[src/sv/sem_pkg.sv]
`timescale 1ns / 1ps
`default_nettype none

package sem_pkg;

    // memory size in bytes and the number of byte-lane banks
    localparam int SEM_MEMORY_BYTES = 65536;
    localparam int SEM_LANES        = 8;

    typedef enum logic [0:0] {
        OP_LOAD  = 1'b0,
        OP_STORE = 1'b1
    } op_t;

    // input word
    typedef struct packed {
        op_t         operation;
        logic [1:0]  access_size;
        logic        big_endian;
        logic [31:0] byte_address;
        logic [63:0] store_value;
    } sem_in_t;

    // result word
    typedef struct packed {
        logic [63:0] load_value;
        logic        bounds_fault;
    } sem_out_t;

    // which banks an access touches and the value lane each bank maps to
    typedef struct packed {
        logic [SEM_LANES-1:0]      active;
        logic [SEM_LANES-1:0][2:0] lane;
    } lane_info_t;

endpackage

`default_nettype wire

[src/sv/sem_access_decode.sv]
`timescale 1ns / 1ps
`default_nettype none

module sem_access_decode
    import sem_pkg::*;
#(
    parameter int MEMORY_BYTES = SEM_MEMORY_BYTES,
    localparam int ROWS  = (MEMORY_BYTES + SEM_LANES - 1) / SEM_LANES,
    localparam int ROW_W = (ROWS > 1) ? $clog2(ROWS) : 1
) (
    input  wire sem_in_t                        req,
    output logic                                fault,
    output lane_info_t                          info,
    output logic [SEM_LANES-1:0][ROW_W-1:0]     row,
    output logic [SEM_LANES-1:0][7:0]           wdata
);

    logic [32:0]      last_byte;
    logic [2:0]       width_m1;
    logic [2:0]       offset;
    logic [ROW_W-1:0] base_row;

    // bound test on the last byte, no wrap
    always_comb begin
        width_m1  = 3'((4'd1 << req.access_size) - 4'd1);
        last_byte = {1'b0, req.byte_address} + {30'd0, width_m1};
        fault     = (last_byte >= 33'(MEMORY_BYTES));
        offset    = req.byte_address[2:0];
        base_row  = req.byte_address[ROW_W+2:3];
    end

    // per bank: byte index within the access, row, value lane
    always_comb begin
        logic [2:0] idx;
        for (int b = 0; b < SEM_LANES; b++) begin
            idx            = 3'(b) - offset;
            info.active[b] = (idx <= width_m1);
            info.lane[b]   = req.big_endian ? (width_m1 - idx) : idx;
            row[b]         = (3'(b) < offset) ? (base_row + ROW_W'(1)) : base_row;
            wdata[b]       = req.store_value[{info.lane[b], 3'b000} +: 8];
        end
    end

endmodule

`default_nettype wire

[config.mk]
export PLATFORM = sky130hd
export DESIGN_NAME = sem_access_decode
export DESIGN_NICKNAME = d
export VERILOG_FILES = /design/src/sv/sem_pkg.sv /design/src/sv/sem_access_decode.sv
export SDC_FILE = /design/constraint.sdc
export NUM_CORES = 1
export LEC_CHECK = 0
export BUFFER_PORTS_ARGS = -buffer_cell sky130_fd_sc_hd__buf_2
export CAP_MARGIN = 0
export CORE_MARGIN = 4
export CORE_UTILIZATION = 25
export DETAILED_ROUTE_END_ITERATION = 10
export PLACE_DENSITY_LB_ADDON = 0.1
export SLEW_MARGIN = 20
export SYNTH_ARGS = -nofsm -noshare
export SYNTH_HDL_FRONTEND = slang
export SYNTH_SLANG_ARGS = --single-unit
[constraint.sdc]
create_clock -name vclk -period 2.8
set_clock_uncertainty 0.1 [all_clocks]
set_input_delay 0.28 -clock vclk [all_inputs]
set_output_delay 0.28 -clock vclk [all_outputs]
set_load 0.005 [all_outputs]
Word-level counts from Yosys, hierarchy flattened

Index checks and enable logic that the tools add are counted.
W data, S select, Z words.

Register bits: 0
Output and inout bits: 201

$add $sub $neg: 19
Magnitude comparators: 17
Shift operators: 9
Muxes and demuxes: 16

Operator list:

| operator                | count |
|---|---|
| $shiftx A64 B7 Y8       | 8 |
| $mux W13                | 8 |
| $add A32 B3 Y33         | 1 |
| $ge A33 B17 Y1 const B  | 1 |
| $le A3 B3 Y1            | 8 |
| $mux W3                 | 8 |
| $sub A3 B3 Y3           | 8 |
| $add A13 B1 Y13 const B | 1 |
| $lt A3 B3 Y1 const A    | 4 |
| $sub A3 B3 Y3 const A   | 4 |
| $lt A1 B3 Y1 const A    | 2 |
| $lt A2 B3 Y1 const A    | 2 |
| $sub A1 B3 Y3 const A   | 2 |
| $sub A2 B3 Y3 const A   | 2 |
| $shl A1 B2 Y3 const A   | 1 |
| $sub A3 B1 Y3 const B   | 1 |

Longest topological paths before layout

Depth in word-level cells: 5
Depth in mapped cells: 11
Gate-level depth less buffers: 10

Least setup slack after synthesis

No wires, ideal clock.

Path kind: in2out
Start point: in req[98] in the netlist's numbering
End point: out wdata[23] in the netlist's numbering
Arrival: 2.496 ns
Data required time: 2.420 ns
Slack: -0.076 ns
Stages: 10
Path buffers: 1
Path through: or2_2 inv_1 ha_1 inv_1 fa_1 nand2_1 o21ai_2 buf_2 mux4_2 mux2_2

RTL lines:

| element     | RTL line                | RTL |
|---|---|---|
| from (decl) | sem_access_decode.sv:11 | `input wire sem_in_t req,` |
| to (decl)   | sem_access_decode.sv:15 | `output logic [SEM_LANES-1:0][7:0] wdata` |

==> metrics.md <==
| Metric | Value |
|---|---|
| Status | `finished with violations` |
| Failing checks | `setup timing` |
| Initial antenna violation count | `3` |
| Iter 0 DRT Violations | `224` |
| Max_slew headroom | `62.2%` |
| Drt first pass iters | `4` |
| Worst Tran Pin Value | `0.551 ns` |
| Drt wl/cell | `18.1 um` |
| Leak | `4.12 nW` |
| Vias | `5972` |
| CP required | `2.42 ns` |
| Starting density of the core | `25.5%` |
| Fin worst setup slack | `-0.195 ns` |
| Post-placement worst setup slack | `-0.464 ns` |
| Crit path time final | `3.00 ns` |
| Antenna diodes | `0` |
| Seq cells | `0` |
| Unrepaired setup endpoints after global routing | `true` |
| Cell variety after synth | `61` |
| Met3 wire length | `1860 um` |
| Simple-gate portion of the synthesized area | `22.2%` |
| Clkbuf count | `0` |
| Share of post-route cells with drive strength above 1 | `55.0%` |
| Post-Synth Adder-Cell Area | `7.77%` |
| Hpwl dp | `19100 um` |
| CP max stage cell | `mux4_2` |
| Post-synthesis compound-gate area fraction | `6.95%` |
| Final Cycle Share | `107%` |
| Worst vdd ir | `172 uV` |
| Routability cong. | `0.827` |
| Critical Path Source Type | `primary input` |
| Fmax | `0.334 GHz` |
| Met2 routed WL | `11100 um` |
| Die area | `0.0230 mm^2` |
| Total gr overflow | `0` |
| Crit-path max cell delay | `0.58 ns` |
| Count leader, synth | `nand2_1` |
| Top Metal Used | `met5` |
| WP data arrival | `2.62 ns` |
| Area grow syn2layout | `61.0%` |
| Global-route wire length before repair | `33200 um` |
| Synth area leader | `mux4_2` |
| Metal-1 WL | `9780 um` |
| Max-cap violations | `0` |
| CP endpoint kind | `output pin` |
| Multiplexer share of the synthesized area | `36.9%` |
| Critical path class | `in -> out` |
| Finish-stage setup viols | `47` |
| CP Cell Sequence | `buf_6 > or2_4 > inv_4 > ha_4 > inv_4 > fa_1 > nand2_2 > o21ai_4 > mux4_2 > mux2_4 > buf_6` |
| DRC | `0` |
| Number of cell rows | `52` |
| Post-synth top cells | `nand2_1 (138), mux2i_1 (69), nor2_1 (51), xnor2_1 (44), xor2_1 (44)` |
| Routed Antenna Nets | `0` |
| Ys Warns | `0` |
| Largest fanout on the critical path | `6` |
| Die Height | `152 um` |
| HP Class | `in -> out` |
| Final design utilization | `41.0%` |
| XOR/XNOR share of the synthesized area | `15.3%` |
| Register area | `0 um^2` |
| Core ar. | `0.0202 mm^2` |
| Vias/cell | `4.74` |
| Largest net degree at the start of global routing | `18` |
| Chip width | `152 um` |
| Worst Setup EP | `wdata[18]` |
| Synth top area share | `14.0%` |
| Largest family of logic cells by synthesized area | `multiplexers` |
| Final Hold Viols | `0` |
| Mapped Nets | `787` |
| Final Max Slew Viols | `0` |
| Pwr/cell area | `305 mW/mm^2` |
| Synthesized cell area | `0.00515 mm^2` |
| Synth Instances | `658` |
| Drt total wl | `22900 um` |
| Placed Area | `0.00739 mm^2` |
| Gr usage total | `18.1%` |
| Port Buf Inserts | `300` |
| Num ports | `301` |
| Final Cell Area | `0.00829 mm^2` |
| Synth top area cells | `mux4_2 (14%), mux2i_1 (13%), nand2_1 (10%)` |
| Average cell area after synthesis | `7.83 um^2` |
| Critical path origin | `req[98]` |
| Vias in the first global route | `5745` |
| Nets@finish | `1122` |
| Sequential area share after synthesis | `0%` |
report_power, final:
| part | internal (mW) | switching, mW | total [mW] |
|---|---|---|---|
| logic | 1.38 | 1.15 | 2.53 |
| clock network | 0 | 0 | 0 |
| registers | 0 | 0 | 0 |
| total | 1.38 | 1.15 | 2.53 |
through the flow:
stage	hold slack [ns]	std cells	power, mW	setup TNS, ns
2_1_floorplan	0.541	658	1.11	-0.0196
6_report	0.714	1261	2.53	-5.18
3_5_place_dp	0.713	1249	2.07	-17.32
5_1_grt	0.733	1261	2.73	-11.03
3_3_place_gp	0.712	1249	2.07	-16.95
4_1_cts	0.716	1251	2.24	-5.42
cell families after synthesis:
group	count (synthesis)
adders and majority gates	29
xor gates and xnor gates	89
and+or+nand+nor	249
muxes	144
buffers and inverters	98
AOI/OAI and AO/OA	49
metal layers:
layer / GRT usage, % / vias up
met5: 0 / -
met4: 0.449 / 6
met3: 3.36 / 14
met2: 31.0 / 208
met1: 25.2 / 2814
li1: - / 2930
layout by cell type, fill, tap and decap left out, types with 18 or more instances in the layout:
cell type and count:
buf_2 271, nand2_1 136, buf_4 72, nor2_1 50
xor2_1 44, xnor2_1 43, mux2i_1 40, buf_6 38
mux4_2 32, mux2i_4 26, mux2_4 26, inv_1 23
ha_1 19, a21o_1 18
worst min-delay path by stage:
stage | startpoint | slack (ns) | cells after the start | endpoint
after global placement | req[74] | 0.71 | 2 | row[98]
after CTS | req[74] | 0.72 | 2 | row[98]
after detailed placement | req[74] | 0.71 | 2 | row[98]
after floorplan | req[76] | 0.54 | 1 | row[100]
after global routing | req[74] | 0.73 | 2 | row[98]
final | req[74] | 0.71 | 2 | row[98]
critical path: cells and delay by family:
| family | cells | cell delay [ns] |
|---|---|---|
| muxes | 2 | 0.87 |
| and+or+nand+nor | 2 | 0.33 |
| buffers and inverters | 4 | 0.32 |
| adders and majority gates | 2 | 0.62 |
| AOI/OAI and AO/OA | 1 | 0.19 |
what timing repair did:
action,4_1_cts,5_1_grt
pin swaps,4,18
resized for setup,56,100
buffers inserted,3,10
endpoints found under the setup margin,66,65
hold buffers,0,0
gates cloned,0,1
area by class of cell:
| class | instances | area, um^2 |
|---|---|---|
| Fill cell | 2117 | 11900 |
| Inverter | 30 | 121 |
| Multi-Input combinational cell | 560 | 5130 |
| Tap cell | 270 | 338 |
| Timing Repair Buffer | 400 | 2690 |
| Timing Repair inverter | 1 | 7.51 |
No activity file was read; power rests on OpenSTA's default activity.
