## src/sv/sem_pkg.sv

```systemverilog
`timescale 1ns / 1ps
`default_nettype none

package sem_pkg;

    // memory size in bytes and the number of byte-lane banks
    localparam int SEM_MEMORY_BYTES = 65536;
    localparam int SEM_LANES        = 8;

    typedef enum logic [0:0] {
        OP_LOAD  = 1'b0,
        OP_STORE = 1'b1
    } op_t;

    // input word
    typedef struct packed {
        op_t         operation;
        logic [1:0]  access_size;
        logic        big_endian;
        logic [31:0] byte_address;
        logic [63:0] store_value;
    } sem_in_t;

    // result word
    typedef struct packed {
        logic [63:0] load_value;
        logic        bounds_fault;
    } sem_out_t;

    // which banks an access touches and the value lane each bank maps to
    typedef struct packed {
        logic [SEM_LANES-1:0]      active;
        logic [SEM_LANES-1:0][2:0] lane;
    } lane_info_t;

endpackage

`default_nettype wire

```

## src/sv/sem_load_assemble.sv

```systemverilog
`timescale 1ns / 1ps
`default_nettype none

module sem_load_assemble
    import sem_pkg::*;
(
    input  wire lane_info_t                 info,
    input  wire logic                       load_ok,
    input  wire logic [SEM_LANES-1:0][7:0]  bank_data,
    output logic [63:0]                     load_value
);

    // route each bank byte to its value lane; lanes not touched stay zero
    always_comb begin
        load_value = '0;
        if (load_ok) begin
            for (int b = 0; b < SEM_LANES; b++) begin
                if (info.active[b]) begin
                    load_value[{info.lane[b], 3'b000} +: 8] = bank_data[b];
                end
            end
        end
    end

endmodule

`default_nettype wire

```

## config.mk

```make
export PLATFORM = sky130hd
export DESIGN_NAME = sem_load_assemble
export DESIGN_NICKNAME = d
export VERILOG_FILES = /design/src/sv/sem_pkg.sv /design/src/sv/sem_load_assemble.sv
export SDC_FILE = /design/constraint.sdc
export NUM_CORES = 1
export LEC_CHECK = 0
export BUFFER_PORTS_ARGS = -buffer_cell sky130_fd_sc_hd__buf_2
export CAP_MARGIN = 20
export CORE_ASPECT_RATIO = 1.2
export CORE_UTILIZATION = 26
export DETAILED_ROUTE_END_ITERATION = 6
export PLACE_DENSITY_LB_ADDON = 0.08
export SYNTH_ARGS = -nofsm -noshare
export SYNTH_HDL_FRONTEND = slang
export SYNTH_SLANG_ARGS = --single-unit
```

## constraint.sdc

```tcl
create_clock -name vclk -period 5.5
set_clock_uncertainty 0.15 [all_clocks]
set_input_delay 0 -clock vclk [all_inputs]
set_output_delay 0 -clock vclk [all_outputs]
set_load 0.005 [all_outputs]
```

**Word-level counts from Yosys, hierarchy flattened**

Index checks and enable logic that the tools add are counted.

- $add $sub $neg: 8
- Shift operators: 16
- Multiplexer cells: 23
- Bitwise gates (word level): 1

Operators with widths:

| operator | number |
|---|---|
| 64-bit two-way mux | 16 |
| 8-bit by 8-bit variable shift with 64-bit output, first input constant | 8 |
| 8-bit by 8-bit variable part select with 64-bit output | 8 |
| 64-bit bitwise mux | 7 |
| 64-bit bitwise AND | 1 |
| 6-bit negator with 8-bit output | 8 |

- Register bits after elaboration: 0
- Input port bits: 97

**Longest topological paths before layout**

- Word-level depth: 26
- Depth in mapped cells: 12

**Worst setup path after synthesis**

Ideal clock, no wire load.

- Path type: in2out
- From: input port info[6] (netlist name)
- To: output port load_value[27]
- Data arrival time: 2.037 ns
- Data required time: 5.350 ns
- Path slack: 3.313 ns
- Stages on the path: 11
- Buffers on the path: 3
- Path through: buf_2 inv_1 ha_1 ha_1 nand3_1 or3_1 clkbuf_1 buf_2 o311ai_0 a21oi_1 a2111oi_1

- Word-level cells in the longest chain between the ends: 20

Ends and longest elaborated chain:

| what | line | source |
|---|---|---|
| start: declaration | sem_load_assemble.sv:7 | `input wire lane_info_t info,` |
| 6-bit negator with 8-bit output * | sem_load_assemble.sv:19 | `load_value[{info.lane[b], 3'b000} +: 8] = bank_data[b];` |
| 8-bit by 8-bit variable part select with 64-bit output or 8-bit by 8-bit variable shift with 64-bit output (tied branches) | sem_load_assemble.sv:19 |  |
| 64-bit bitwise mux * | sem_load_assemble.sv:19 |  |
| 64-bit two-way mux * | sem_load_assemble.sv:18 | `if (info.active[b]) begin` |
| 64-bit two-way mux * | sem_load_assemble.sv:16 | `if (load_ok) begin` |
| 64-bit bitwise mux | sem_load_assemble.sv:19 |  |
| 64-bit two-way mux * | sem_load_assemble.sv:18 |  |
| 64-bit two-way mux * | sem_load_assemble.sv:16 |  |
| [... 4 more ...] | - |  |
| 64-bit two-way mux * | sem_load_assemble.sv:18 |  |
| 64-bit two-way mux * | sem_load_assemble.sv:16 |  |
| 64-bit bitwise mux | sem_load_assemble.sv:19 |  |
| 64-bit two-way mux * | sem_load_assemble.sv:18 |  |
| 64-bit two-way mux * | sem_load_assemble.sv:16 |  |
| 64-bit bitwise mux | sem_load_assemble.sv:19 |  |
| 64-bit two-way mux * | sem_load_assemble.sv:18 |  |
| 64-bit two-way mux * | sem_load_assemble.sv:16 |  |
| end: declaration | sem_load_assemble.sv:10 | `output logic [63:0] load_value` |

Every way passes the cells marked *; elsewhere a longest branch is shown, timed or not. The select of a mux whose other input is x is not followed.

**Worst setup path in the final report**

- From: input port info[15] (netlist name)
- To: output port load_value[45]

- Word-level cells in the longest chain between the ends: 11

Ends and longest elaborated chain:

| what | line |
|---|---|
| 6-bit negator with 8-bit output * | sem_load_assemble.sv:19 |
| 8-bit by 8-bit variable part select with 64-bit output or 8-bit by 8-bit variable shift with 64-bit output (tied branches) | sem_load_assemble.sv:19 |
| 64-bit bitwise mux * | sem_load_assemble.sv:19 |
| 64-bit two-way mux * | sem_load_assemble.sv:18 |
| 64-bit two-way mux * | sem_load_assemble.sv:16 |
| 64-bit bitwise mux | sem_load_assemble.sv:19 |
| 64-bit two-way mux * | sem_load_assemble.sv:18 |
| 64-bit two-way mux * | sem_load_assemble.sv:16 |
| 64-bit bitwise mux | sem_load_assemble.sv:19 |
| 64-bit two-way mux * | sem_load_assemble.sv:18 |
| 64-bit two-way mux * | sem_load_assemble.sv:16 |

Marked as above.

==> qor.csv <==
stage;metric;value;unit
final_layout;Non-Filler Instances;1452;
yosys;cells after synthesis;1089;
final_layout;utilization after layout;0.2979;
final_layout;Final nets;1248;
pwr;Clock power frac;0;
final_layout;ANT cells;0;
global_routing;total track usage;0.3300;
die;width of the die;145.4;um
final_layout;Area Overhead vs Synth;11.69;%
job;max-cap violations;0;
status;outcome;finished, final reports clean;
final_layout;Storage cell area;0;um2
critical_path;Critical Path End Type;output port;
critical_path;CP delay by family, top;simple AND/OR/NAND/NOR gates;
final_layout;number of sequential cells;0;
yosys;mapped cell area;6414;um2
die;Placeable Area;24050;um2
global_routing;vias in the first global route;9092;
pwr;leakage power;2.750;nW
yosys;Seq/Total Area, Yosys;0;
die;die area;25300;um2
yosys;area share of the largest cell type after synthesis;0.06613;
timing;RSZ-0062 raised after global routing;no;
timing;setup_tns;0;ps
timing;Slew Viols, Final;0;
drt;vias per inst;6.716;
final_layout;Layout clock buffers;0;
pwr;pwr dens;91.88;nW/um2
critical_path;CP max stage cell;nor3b_1;
cts;CTS resizes;0;
die;Starting Density;0.2667;
timing;Worst slew margin;0.3154;
drt;post-route antenna net violation count;0;
timing;Setup Viol. Count Final;0;
timing;Fin. Hold Viols;0;
placement;dpl hpwl;34200;um
critical_path;Cell Chain, Critical Path;buf_2 -> inv_1 -> ha_1 -> ha_1 -> nor3b_1 -> nand3_1 -> nand2b_1 -> o221ai_1 -> o22ai_1 -> a21o_1 -> buf_2;
min_path;HP Class;in -> out;
final_layout;fillers;2856;
timing;final setup margin;2405;ps
die;Rows;62;
pwr;Switching Share;0.6920;
yosys;Synth area leaders;nor2_1, o21ai_0, a21oi_1;
global_routing;GRT Residual Overflow;0;
pwr;Int Pwr;0.2027;mW
critical_path;startpoint types;input port;
timing;Worst Tran Pin Value;1019;ps
drt;via count;9751;
timing;min Tclk post-route;3095;ps
yosys;Yosys top cell by area;nor2_1;
timing;Fmax;0.3231;GHz
drt;drt drc;0;
global_routing;initial antenna violation count;0;
cts;Post-CTS Hold Buffers;0;
global_routing;pin count of the biggest net entering global routing;35;
cts;postcts setup bufs;0;
yosys;commonest cells in the netlist;nor2_1, nand2_1, clkbuf_1;
final_layout;Final Cell Area;7163;um2
critical_path;Req. time, crit path;5350;ps
final_layout;layout cells sized above 1;0.1793;
pwr;NetSw;0.4555;mW
critical_path;Crit path largest cell delay;610;ps
global_routing;first-pass GRT wire length;62690;um
yosys;net count after synthesis;1203;
pwr;overall power;0.6582;mW
placement;pre-CTS WS;2429;ps
drt;Detailed Route Iter0 Violations;1174;
placement;Placed Area;7163;um2
pwr;worst vdd ir;0.04463;mV
critical_path;critical path class;in -> out;
yosys;library cells used by synthesis;80;
placement;port bufs;161;
critical_path;arrival time worst endpoint;2940;ps
placement;dpl cells;1452;
die;Chip Height;174.1;um
drt;per-cell routed wire length;30.11;um
timing;Fin Hold WS;392.7;ps
drt;TritonRoute pass-1 iters;6;
final_layout;Multi-input gate area;5761;um2
critical_path;Crit path buffers/inverters;3;
yosys;Avg Cell Area, Syn;5.889;um2
pwr;Flop pwr share;0;
critical_path;CP max FO;12;
die;I/O pin count;161;
yosys;count leader, synth;nor2_1;
yosys;Synth Warn #;0;
placement;GP Congestion;0.9833;
pwr;combinational share of power;1.000;
drt;Total Wirelength;43720;um
timing;period utilization;0.5627;
path summary, 6_finish.rpt:
path                       from              to  slack (ps)  cells past startpoint
setup / recovery       info[15]  load_value[45]        2410                     11
hold / removal    bank_data[57]   load_value[9]         390                      4
logic make-up (layout without fill, tap and decap cells):
kind of cell	count (synthesis)	count (layout)	synth area share
fa+ha+maj	17	17	0.03316
compound gates	438	438	0.4838
mux	3	3	0.004682
buf+inv	161	204	0.1028
simple gates	470	470	0.3755
final cells by class:
cell class | count | share of cell area
inverter | 33 | 0.01729
timing repair buffer | 171 | 0.1226
multi-input combinational | 928 | 0.8042
tap | 320 | 0.05590
power by group through the flow:
stage	logic, mW	registers [mW]	clock network (mW)
detailed placement	0.630	0	0
floorplan	0.370	0	0
global placement	0.636	0	0
finish	0.658	0	0
global route	0.689	0	0
CTS	0.633	0	0
layout by cell type (no fill, tap or decap), types with 18 or more instances in the layout:
cell,netlist,layout
a211oi_1,31,31
a21oi_1,80,80
a221oi_1,39,39
a22o_1,18,18
and3_1,19,19
buf_2,32,162
inv_1,33,33
nand2_1,105,105
nand3_1,58,58
nor2_1,113,113
nor3_1,43,43
o211ai_1,23,23
o21ai_0,81,81
layer usage:
layer | routed length, um | global-route usage | vias to the layer above
li1 | - | - | 4320
met1 | 16850 | 0.4134 | 4481
met2 | 19190 | 0.5268 | 757
met3 | 4736 | 0.06010 | 193
met4 | 2936 | 0.1943 | 0
met5 | 0 | 0 | -
Note: power is estimated with default switching activity, not from simulation.
